### config.mk
export PLATFORM = sky130hd
export DESIGN_NAME = length_prefixed_frame_deframer_core
export DESIGN_NICKNAME = d
export VERILOG_FILES = /design/src/rtl/lpfd_pkg.sv /design/src/rtl/lpfd_csr.sv /design/src/rtl/lpfd_engine.sv /design/src/rtl/length_prefixed_frame_deframer_core.sv
export VERILOG_INCLUDE_DIRS = /design/src /design/src/rtl
export SDC_FILE = /design/constraint.sdc
export NUM_CORES = 1
export LEC_CHECK = 0
export BUFFER_PORTS_ARGS = -buffer_cell sky130_fd_sc_hd__buf_4
export CORE_MARGIN = 2
export CORE_UTILIZATION = 55
export DETAILED_ROUTE_END_ITERATION = 8
export PLACE_DENSITY = 0.75
export SKIP_CTS_REPAIR_TIMING = 1
export SLEW_MARGIN = 20
export SYNTH_ARGS = -nofsm -noshare
export SYNTH_HDL_FRONTEND = slang
export SYNTH_HIERARCHICAL = 1
export SYNTH_SLANG_ARGS = --single-unit
### constraint.sdc
create_clock -name clock -period 11.7 [get_ports clock]
set_input_delay 2.34 -clock clock [delete_from_list [all_inputs] [get_ports clock]]
set_output_delay 2.34 -clock clock [all_outputs]
set_load 0.05 [all_outputs]
### src/rtl/assert_macros.svh
// assertion macros for the deframer rtl
// no dependencies; included by the core top level, which carries concurrent assertions
`ifndef ASSERT_MACROS_SVH
`define ASSERT_MACROS_SVH

// antecedent holds, consequent holds in the same cycle
`define ASSERT_SAME_CYCLE(name, clk, rst, ante, cons, msg) \
   name: assert property (@(posedge clk) disable iff (rst) (ante) |-> (cons)) else $error(msg);

// antecedent holds, consequent holds in the next cycle
`define ASSERT_NEXT_CYCLE(name, clk, rst, ante, cons, msg) \
   name: assert property (@(posedge clk) disable iff (rst) (ante) |=> (cons)) else $error(msg);

`endif

### src/rtl/lpfd_pkg.sv
// shared types, constants and register codes for the frame deframer
// no dependencies; imported by every rtl module of the block
package lpfd_pkg;

   // field widths
   localparam int BYTE_WIDTH        = 8;
   localparam int LENGTH_WIDTH      = 16;
   localparam int RSP_COUNT_WIDTH   = 32;
   localparam int CSR_DATA_WIDTH    = 32;
   localparam int CSR_ADDR_WIDTH    = 4;
   localparam int CSR_INDEX_WIDTH   = 2;

   // default counter width inside the block
   localparam int COUNTER_WIDTH_DEFAULT = 32;

   // register reset values
   localparam logic [BYTE_WIDTH-1:0]   FIRST_MAGIC_RESET  = 8'h94;
   localparam logic [BYTE_WIDTH-1:0]   SECOND_MAGIC_RESET = 8'hC3;
   localparam logic [LENGTH_WIDTH-1:0] MAX_LENGTH_RESET   = 16'd512;

   // register indexes
   localparam logic [CSR_INDEX_WIDTH-1:0] REG_FIRST_MAGIC  = 2'd0;
   localparam logic [CSR_INDEX_WIDTH-1:0] REG_SECOND_MAGIC = 2'd1;
   localparam logic [CSR_INDEX_WIDTH-1:0] REG_MAX_LENGTH   = 2'd2;

   // input command codes
   localparam logic CMD_FEED  = 1'b0;
   localparam logic CMD_CLEAR = 1'b1;

   // framing states
   typedef enum logic [2:0] {
      ST_HUNT   = 3'd0,
      ST_MAGIC1 = 3'd1,
      ST_MAGIC2 = 3'd2,
      ST_LENHI  = 3'd3,
      ST_BODY   = 3'd4
   } hunt_state_type;

   // configuration register set
   typedef struct packed {
      logic [BYTE_WIDTH-1:0]   first_magic;
      logic [BYTE_WIDTH-1:0]   second_magic;
      logic [LENGTH_WIDTH-1:0] max_length;
   } cfg_type;

   // input item
   typedef struct packed {
      logic                  cmd;
      logic [BYTE_WIDTH-1:0] rx_byte;
   } req_item_type;

   // result item
   typedef struct packed {
      logic                       data_valid;
      logic [BYTE_WIDTH-1:0]      data_byte;
      logic                       frame_last;
      logic                       empty_frame;
      logic [LENGTH_WIDTH-1:0]    frame_length;
      logic [RSP_COUNT_WIDTH-1:0] frames_count;
      logic [RSP_COUNT_WIDTH-1:0] dropped_count;
      logic [RSP_COUNT_WIDTH-1:0] oversize_count;
   } rsp_item_type;

endpackage

### src/rtl/lpfd_csr.sv
// configuration registers behind the apb-style port
// depends on lpfd_pkg
module lpfd_csr
   import lpfd_pkg::*;
(
   input  logic                      clock,
   input  logic                      reset,
   input  logic                      psel,
   input  logic                      penable,
   input  logic                      pwrite,
   input  logic [CSR_ADDR_WIDTH-1:0] paddr,
   input  logic [CSR_DATA_WIDTH-1:0] pwdata,
   output logic [CSR_DATA_WIDTH-1:0] prdata,
   output logic                      pready,
   output cfg_type                   cfg
);

   cfg_type                    cfg_ff;
   cfg_type                    cfg_in;
   logic                       wr_en;
   logic [CSR_INDEX_WIDTH-1:0] reg_index;

   assign pready    = 1'b1;
   assign reg_index = paddr[CSR_ADDR_WIDTH-1:2];
   assign wr_en     = psel && penable && pwrite;

   // register write decode
   always_comb begin
      cfg_in = cfg_ff;
      if (wr_en) begin
         case (reg_index)
            REG_FIRST_MAGIC:  cfg_in.first_magic  = pwdata[BYTE_WIDTH-1:0];
            REG_SECOND_MAGIC: cfg_in.second_magic = pwdata[BYTE_WIDTH-1:0];
            REG_MAX_LENGTH:   cfg_in.max_length   = pwdata[LENGTH_WIDTH-1:0];
            default:          cfg_in = cfg_ff;
         endcase
      end
   end

   always_ff @(posedge clock) begin
      if (reset) begin
         cfg_ff.first_magic  <= FIRST_MAGIC_RESET;
         cfg_ff.second_magic <= SECOND_MAGIC_RESET;
         cfg_ff.max_length   <= MAX_LENGTH_RESET;
      end else begin
         cfg_ff <= cfg_in;
      end
   end

   // read mux
   always_comb begin
      case (reg_index)
         REG_FIRST_MAGIC:  prdata = CSR_DATA_WIDTH'(cfg_ff.first_magic);
         REG_SECOND_MAGIC: prdata = CSR_DATA_WIDTH'(cfg_ff.second_magic);
         REG_MAX_LENGTH:   prdata = CSR_DATA_WIDTH'(cfg_ff.max_length);
         default:          prdata = '0;
      endcase
   end

   assign cfg = cfg_ff;

endmodule

### src/rtl/lpfd_engine.sv
// framing state machine, length tracking and counters; one byte per step
// depends on lpfd_pkg; result is combinational from state and the current item
module lpfd_engine
   import lpfd_pkg::*;
#(
   parameter int COUNTER_WIDTH = COUNTER_WIDTH_DEFAULT
) (
   input  logic         clock,
   input  logic         reset,
   input  logic         step_en,
   input  req_item_type item,
   input  cfg_type      cfg,
   output rsp_item_type result
);

   hunt_state_type           state_ff;
   hunt_state_type           state_in;
   logic [BYTE_WIDTH-1:0]    len_high_ff;
   logic [BYTE_WIDTH-1:0]    len_high_in;
   logic [LENGTH_WIDTH-1:0]  decl_ff;
   logic [LENGTH_WIDTH-1:0]  decl_in;
   logic [LENGTH_WIDTH-1:0]  recv_ff;
   logic [LENGTH_WIDTH-1:0]  recv_in;
   logic [COUNTER_WIDTH-1:0] frames_ff;
   logic [COUNTER_WIDTH-1:0] frames_in;
   logic [COUNTER_WIDTH-1:0] dropped_ff;
   logic [COUNTER_WIDTH-1:0] dropped_in;
   logic [COUNTER_WIDTH-1:0] oversize_ff;
   logic [COUNTER_WIDTH-1:0] oversize_in;

   logic                     clear;
   logic [LENGTH_WIDTH-1:0]  header_len;
   logic [LENGTH_WIDTH-1:0]  recv_inc;
   logic                     body_done;
   logic                     too_long;
   logic [1:0]               drop_n;
   logic                     frame_inc;
   logic                     over_inc;
   logic                     body_valid;
   logic                     last;
   logic                     empty;
   logic [63:0]              frames_wide;
   logic [63:0]              dropped_wide;
   logic [63:0]              oversize_wide;

   assign clear      = (item.cmd == CMD_CLEAR);
   assign header_len = {len_high_ff, item.rx_byte};
   assign too_long   = header_len > cfg.max_length;
   assign recv_inc   = recv_ff + LENGTH_WIDTH'(1);
   assign body_done  = recv_inc >= decl_ff;

   // next state
   always_comb begin
      state_in = state_ff;
      if (clear) begin
         state_in = ST_HUNT;
      end else begin
         case (state_ff)
            ST_HUNT: begin
               if (item.rx_byte == cfg.first_magic) state_in = ST_MAGIC1;
            end
            ST_MAGIC1: begin
               if (item.rx_byte == cfg.second_magic) state_in = ST_MAGIC2;
               else if (item.rx_byte != cfg.first_magic) state_in = ST_HUNT;
            end
            ST_MAGIC2: state_in = ST_LENHI;
            ST_LENHI: begin
               if (too_long) begin
                  // re-arm only when both magics are equal
                  state_in = (cfg.second_magic == cfg.first_magic) ? ST_MAGIC1 : ST_HUNT;
               end else if (header_len == '0) begin
                  state_in = ST_HUNT;
               end else begin
                  state_in = ST_BODY;
               end
            end
            // body, and any stray code behaves as body
            default: state_in = body_done ? ST_HUNT : ST_BODY;
         endcase
      end
   end

   // datapath and result
   always_comb begin
      len_high_in = len_high_ff;
      decl_in     = decl_ff;
      recv_in     = recv_ff;
      drop_n      = 2'd0;
      frame_inc   = 1'b0;
      over_inc    = 1'b0;
      body_valid  = 1'b0;
      last        = 1'b0;
      empty       = 1'b0;
      case (state_ff)
         ST_HUNT: begin
            if (item.rx_byte != cfg.first_magic) drop_n = 2'd1;
         end
         ST_MAGIC1: begin
            if (item.rx_byte == cfg.second_magic) drop_n = 2'd0;
            else if (item.rx_byte == cfg.first_magic) drop_n = 2'd1;
            else drop_n = 2'd2;
         end
         ST_MAGIC2: len_high_in = item.rx_byte;
         ST_LENHI: begin
            if (too_long) begin
               over_inc = 1'b1;
               drop_n   = 2'd1;
            end else if (header_len == '0) begin
               frame_inc = 1'b1;
               decl_in   = '0;
               recv_in   = '0;
               empty     = 1'b1;
            end else begin
               decl_in = header_len;
               recv_in = '0;
            end
         end
         default: begin
            body_valid = 1'b1;
            recv_in    = recv_inc;
            if (body_done) begin
               last      = 1'b1;
               frame_inc = 1'b1;
               recv_in   = '0;
               decl_in   = '0;
            end
         end
      endcase

      // clear command wipes framing state and counters
      if (clear) begin
         len_high_in = '0;
         decl_in     = '0;
         recv_in     = '0;
         body_valid  = 1'b0;
         last        = 1'b0;
         empty       = 1'b0;
         frames_in   = '0;
         dropped_in  = '0;
         oversize_in = '0;
      end else begin
         frames_in   = frames_ff + COUNTER_WIDTH'(frame_inc);
         dropped_in  = dropped_ff + COUNTER_WIDTH'(drop_n);
         oversize_in = oversize_ff + COUNTER_WIDTH'(over_inc);
      end

      frames_wide   = 64'(frames_in);
      dropped_wide  = 64'(dropped_in);
      oversize_wide = 64'(oversize_in);

      result.data_valid     = body_valid;
      result.data_byte      = body_valid ? item.rx_byte : '0;
      result.frame_last     = last;
      result.empty_frame    = empty;
      result.frame_length   = body_valid ? decl_ff : decl_in;
      result.frames_count   = frames_wide[RSP_COUNT_WIDTH-1:0];
      result.dropped_count  = dropped_wide[RSP_COUNT_WIDTH-1:0];
      result.oversize_count = oversize_wide[RSP_COUNT_WIDTH-1:0];
   end

   // state registers, updated once per accepted item
   always_ff @(posedge clock) begin
      if (reset) begin
         state_ff    <= ST_HUNT;
         len_high_ff <= '0;
         decl_ff     <= '0;
         recv_ff     <= '0;
         frames_ff   <= '0;
         dropped_ff  <= '0;
         oversize_ff <= '0;
      end else if (step_en) begin
         state_ff    <= state_in;
         len_high_ff <= len_high_in;
         decl_ff     <= decl_in;
         recv_ff     <= recv_in;
         frames_ff   <= frames_in;
         dropped_ff  <= dropped_in;
         oversize_ff <= oversize_in;
      end
   end

endmodule

### src/rtl/length_prefixed_frame_deframer_core.sv
// top level of the length-prefixed frame deframer: handshake and result register
// depends on lpfd_pkg, lpfd_csr, lpfd_engine and assert_macros.svh
//
//   port group   direction   handshake                payload
//   req_*        in          req_valid / req_stall    req_item (cmd, rx_byte)
//   rsp_*        out         rsp_valid / rsp_stall    rsp_item (data and counters)
//   csr_*        in/out      psel, penable, pready    paddr, pwdata, prdata
//
// one item per cycle while not stalled; each item gives one result in the cycle after it is taken.
// the framing step sits between the state registers and the result register.
// reset is synchronous and restores the configuration, state and result valid registers and clears all counters.
// a stalled result holds; a new item is still taken when the result is taken
// in the same cycle.
module length_prefixed_frame_deframer_core
   import lpfd_pkg::*;
#(
   parameter int COUNTER_WIDTH = COUNTER_WIDTH_DEFAULT
) (
   input  logic                      clock,
   input  logic                      reset,
   input  logic                      req_valid,
   output logic                      req_stall,
   input  req_item_type              req_item,
   output logic                      rsp_valid,
   input  logic                      rsp_stall,
   output rsp_item_type              rsp_item,
   input  logic                      csr_psel,
   input  logic                      csr_penable,
   input  logic                      csr_pwrite,
   input  logic [CSR_ADDR_WIDTH-1:0] csr_paddr,
   input  logic [CSR_DATA_WIDTH-1:0] csr_pwdata,
   output logic [CSR_DATA_WIDTH-1:0] csr_prdata,
   output logic                      csr_pready
);

   cfg_type      cfg;
   rsp_item_type step_result;
   rsp_item_type rsp_item_ff;
   logic         rsp_valid_ff;
   logic         rsp_valid_in;
   logic         accept;

   lpfd_csr u_csr (
      .clock   (clock),
      .reset   (reset),
      .psel    (csr_psel),
      .penable (csr_penable),
      .pwrite  (csr_pwrite),
      .paddr   (csr_paddr),
      .pwdata  (csr_pwdata),
      .prdata  (csr_prdata),
      .pready  (csr_pready),
      .cfg     (cfg)
   );

   lpfd_engine #(
      .COUNTER_WIDTH (COUNTER_WIDTH)
   ) u_engine (
      .clock   (clock),
      .reset   (reset),
      .step_en (accept),
      .item    (req_item),
      .cfg     (cfg),
      .result  (step_result)
   );

   // handshake: stall only while a result is held back
   assign req_stall = rsp_valid_ff && rsp_stall;
   assign accept    = req_valid && !req_stall;

   always_comb begin
      if (accept) rsp_valid_in = 1'b1;
      else if (rsp_stall) rsp_valid_in = rsp_valid_ff;
      else rsp_valid_in = 1'b0;
   end

   // result register
   always_ff @(posedge clock) begin
      if (reset) begin
         rsp_valid_ff <= 1'b0;
      end else begin
         rsp_valid_ff <= rsp_valid_in;
      end
   end

   always_ff @(posedge clock) begin
      if (accept) begin
         rsp_item_ff <= step_result;
      end
   end

   assign rsp_valid = rsp_valid_ff;
   assign rsp_item  = rsp_item_ff;

   // checks
`include "assert_macros.svh"

   `ASSERT_NEXT_CYCLE(a_accept_gives_result, clock, reset, accept, rsp_valid, "accepted item gave no result")
   `ASSERT_SAME_CYCLE(a_last_is_body, clock, reset, rsp_valid && rsp_item.frame_last, rsp_item.data_valid, "frame end mark without body byte")
   `ASSERT_SAME_CYCLE(a_empty_no_data, clock, reset, rsp_valid && rsp_item.empty_frame, !rsp_item.data_valid && rsp_item.frame_length == '0, "empty frame carries data")
   `ASSERT_NEXT_CYCLE(a_clear_zeroes, clock, reset, accept && req_item.cmd == CMD_CLEAR, rsp_item.frames_count == '0 && rsp_item.dropped_count == '0 && rsp_item.oversize_count == '0, "clear left counters set")

endmodule
---- Word-level counts from Yosys, hierarchy flattened ----
Cells that the tools add are included.
storage, ports and cells
  output and inout bits ................... 158
  input port bits ......................... 52
  register bits after elaboration ......... 295
  word-level logic and storage cells ...... 99
operators by class
  equal/unequal tests ..................... 14
  bitwise operators ....................... 1
  reduce and logical (&&, ||, !) cells .... 19
  order comparisons ....................... 2
  muxes and demuxes ....................... 40
  add/subtract/negate cells ............... 4
operators by type and width
  kind                     count
  $mux W16                 8
  $mux W32                 3
  $add A32 B1 Y32          2
  $pmux W16 S2             2
  $pmux W16 S3             1
  $add A32 B2 Y32          1
  $eq A8 B8 Y1             3
  $mux W3                  7
  $add A16 B1 Y16 const B  1
  $ge A16 B16 Y1           1
  $gt A16 B16 Y1           1
  $logic_not A16 Y1        1
  $mux W8                  2
  $mux W1                  12
  $pmux W3 S4              1
  $ne A8 B8 Y1             1
  $reduce_and A2 Y1        4
  $eq A3 B2 Y1 const B     2
  $pmux W2 S3              1
  $reduce_and A3 Y1        2
  $reduce_or A5 Y1         1
  $logic_and A1 B1 Y1      4
  $mux W2                  2
  $ne A2 B1 Y1 const B     2
  other kinds (15)         15

---- Depth between registers and ports, before layout ----
  depth after elaboration ................. 6
  mapped depth ............................ 22
  depth with buffers taken out ............ 19

---- Modules after synthesis ----
Netlist, hierarchy kept.
modules (own cells, without submodules)
  module                               times used  cells an instance  sequential area each (um2)  area an instance (um2)
  lpfd_engine                          1           1339               2782.7                      9818.2
  length_prefixed_frame_deframer_core  1           128                3713.6                      3739.8
  lpfd_csr                             1           187                640.6                       1727.9

---- Least setup slack after synthesis ----
No wires, ideal clock.
  kind .................................... input -> register
  from .................................... input rsp_stall
  to ...................................... register u_engine.dropped_ff[10]
  setup slack ............................. 4.529 ns
  path buffers ............................ 3
  library setup time ...................... 0.128 ns
  data required time ...................... 11.572 ns
  stages .................................. 7
  data arrival time ....................... 7.043 ns
  cells stage by stage .................... and2_4 > nor2b_2 > clkbuf_1 > clkbuf_1 > buf_1 > mux2i_1 > nor2_1
on the way
  cells in the longest elaborated chain, start to end .. 3
RTL lines
  item                  line                                       source
  start, declared       length_prefixed_frame_deframer_core.sv:25  input logic rsp_stall,
  $logic_and A1 B1 Y1   length_prefixed_frame_deframer_core.sv:68  assign req_stall = rsp_valid_ff && rsp_stall;
  $logic_not A1 Y1      length_prefixed_frame_deframer_core.sv:69  assign accept = req_valid && !req_stall;
  $logic_and A1 B1 Y1   length_prefixed_frame_deframer_core.sv:69
  via accept            length_prefixed_frame_deframer_core.sv:41  logic accept;
  end signal, assigned  lpfd_engine.sv:177                         dropped_ff <= dropped_in;
  end, declared         lpfd_engine.sv:26                          logic [COUNTER_WIDTH-1:0] dropped_ff;
The timed path passes the listed nets, and every way through them passes these cells.
A chain may end at the register's enable or synchronous reset.

==> metrics <==
largest net degree at the start of global routing between 150 and 200; fin crit period 6.90 ns; antenna cells 0; routed vias roughly 12k; RSZ-0062 raised after global routing no; peak supply drop approximately 0.10 mV; DR vias/cell 5.76; Cell Area, Placed between 0.015 and 0.02 mm2; fin area 0.0176 mm2; part of the Yosys area used for sequential elements a little under half; Initial Util a little under three fifths; Clock Path Buffers 3; CTS tree yes; relative slew slack roughly 31%; layout cells sized above 1 between 10% and 20%; fmax ~0.14 GHz; setup TNS 0 ns; outcome complete, no violations; DRT Pass-1 Iters 8; final setup fails 0; total CTS buffers 31; clk slew on worst S/H paths 0.06 ns; ys flop type dfxtp_1; Die Ht approximately 170 um; Worst Tran Pin Value ~1.0 ns; gr ovfl total 0; core area approximately 0.028 mm2; synthesized flop and latch total just under 300; Synth Instances 1654; syn avg cell area between 9 and 10 um2; # Max-Cap Violations 0; Critical Path RT around 12 ns; Sink Count approximately 300; Die Area 0.0291 mm2; worst hold path type reg -> reg; top-area cell type share of the netlist area approximately a quarter; DRT iter0 DRCs ~1.0k; register area between 0.007 and 0.008 mm2; dominant cells by area after synthesis edfxtp_1 24%, dfxtp_1 23%, nor2_1 5.3%; Multi-input gate area ~0.0074 mm2; synth warn 6; port buffer count 174; Clk Latency, worst-skew pair 0.56 ns; Setup crit end kind flop; # DRC 0; Yosys top cell by area edfxtp_1; Clock Tree Root clkbuf_16; area grow syn2layout 15.4%; vias in the first global route ~12k; die width ~170 um; Distinct cells, synth between 70 and 80; PwrDens roughly 130 mW/mm2; Util after Layout around 64%; path depth of the worst reg2reg path 17; GPL Wtd Cong between 0.8 and 0.9; initial antenna violation count 0; total global-route track usage roughly 24%; Tcrit/Tclk final roughly 59%; first-pass GRT wire length about 58 mm; CP Launch Type input pin; Synth Cell Area 0.0153 mm2; Pleak roughly 0.0066 uW; hpwl dp about 23 mm; ANT nets after route 0; routed len/inst between 15 and 20 um; Hold Violations, Final 0; Post-synth EDFFs around 120; ys async rst share 0%; num rows 61; fill cell total of the finished layout 2250; final hold slack 0.472 ns; Post-Route WL ~36 mm; WP data arrival 7.18 ns; NumNets Final 1849; critical path type in -> reg; I/O pin count 210; crit-path max FO 31; CTS H-Tree Depth 1; max-slew violations 0; Hold Crit Depth 1; Clock Skews about 0.015 ns
-- cell usage after synthesis (4+ instances only) --
cell type,n
nor3b_1,9
xor2_1,57
and4_1,8
a31oi_1,18
dfxtp_1,172
nand2b_1,47
nor4b_1,4
nand4_1,49
nand2_1,108
clkbuf_1,89
a21oi_1,82
a22oi_1,7
and2_1,20
mux2i_1,63
a22o_1,16
nor2b_1,9
inv_1,45
buf_1,8
o31ai_1,14
o211ai_1,4
buf_2,8
nand3_1,69
and3_1,26
o32ai_1,4
a32o_1,4
a221o_1,9
edfxtp_1,123
buf_4,24
nor2_1,214
o21ai_0,88
nor3_1,53
nor4_1,14
or2_2,6
xnor2_1,68
or3_1,19
ha_1,39
-- layout make-up --
cell class / count / share of cell area, %
multi-input cells: 1194 / 42.1
flip-flops and latches: 295 / 40.5
clock buffers: 46 / 5.11
inverters: 46 / 0.979
clock inverters: 12 / 0.497
repair buffers: 189 / 8.12
well taps: 378 / 2.68
-- critical path, cell delays in order --
cell     delay (ns)
buf_4          0.16
ha_1           0.34
nand4_1        0.13
or4_4          0.45
or2_2          0.34
o31ai_4        0.06
buf_4          0.34
nand2_1        0.21
o22ai_1        0.40
ha_1           0.25
and2_0         0.31
nand4_1        0.60
nor3_1         0.82
nand3_1        0.22
xor2_1         0.16
nor2_1         0.05
-- report_power, final --
group	leakage, uW	switching [uW]	internal [uW]
clock network	0.000490	398	552
registers	0.00261	9.87	1090
logic	0.00351	181	61.2
-- through the flow --
stage          worst slack (ns)  std cells  power (uW)
5_1_grt                    4.48       2160        2370
2_1_floorplan              4.53       1669        1300
6_report                   4.80       2160        2300
3_5_place_dp               4.31       2102        1370
3_3_place_gp               4.48       2102        1370
4_1_cts                    4.89       2160        2310
-- worst paths after layout --
| check | start | to | slack [ns] |
|---|---|---|---|
| worst max-delay path | req_item[7] | rsp_item[88] | 4.80 |
| worst min-delay path | u_engine/oversize_ff[22] | u_engine/oversize_ff[22] | 0.47 |
| worst max register to register | u_engine/recv_ff[2] | rsp_item[88] | 5.80 |
| worst min register to register | u_engine/oversize_ff[22] | u_engine/oversize_ff[22] | 0.47 |
-- cells in the final DEF (no fill, tap or decap), types with 63 or more instances in the layout --
| cell | netlist | layout |
|---|---|---|
| nor2_1 | 214 | 214 |
| buf_4 | 24 | 188 |
| dfxtp_1 | 172 | 172 |
| edfxtp_1 | 123 | 123 |
| nand2_1 | 108 | 108 |
| o21ai_0 | 88 | 88 |
| a21oi_1 | 82 | 81 |
| nand3_1 | 69 | 69 |
| xnor2_1 | 68 | 68 |
| mux2i_1 | 63 | 63 |
-- sequential cells by signal, summed over array words and instances (netlist names) --
name,count
u_csr/cfg,32
u_engine/frames_ff,32
u_engine/len_high_ff,8
u_engine/dropped_ff,32
u_engine/decl_ff,16
u_engine/oversize_ff,32
rsp_valid,1
u_engine/recv_ff,16
u_engine/state_ff,3
rsp_item,123
-- kinds of logic after synthesis --
kind of cell | Yosys count | synth area share (%)
multiplexers | 64 | 4.20
adder cells (fa/ha/maj) | 40 | 3.32
AO/OA/AOI/OAI | 275 | 11.2
other | 2 | 0.0491
buffers and inverters | 180 | 5.24
flip-flops | 295 | 46.7
AND/OR/NAND/NOR | 673 | 22.2
XOR/XNOR | 125 | 7.16
-- layer usage --
metal / part of all wire (%) / vias up / wire [um] / global-route usage [%]
met1: 44 / 5907 / 15700 / 32.5
met5: 0 / - / 0 / 0
met4: 2.7 / 0 / 964 / 7.43
met2: 47 / 415 / 16900 / 40.7
li1: - / 6042 / - / -
met3: 6.4 / 71 / 2310 / 3.54
Power figures use the tool's default switching activity.
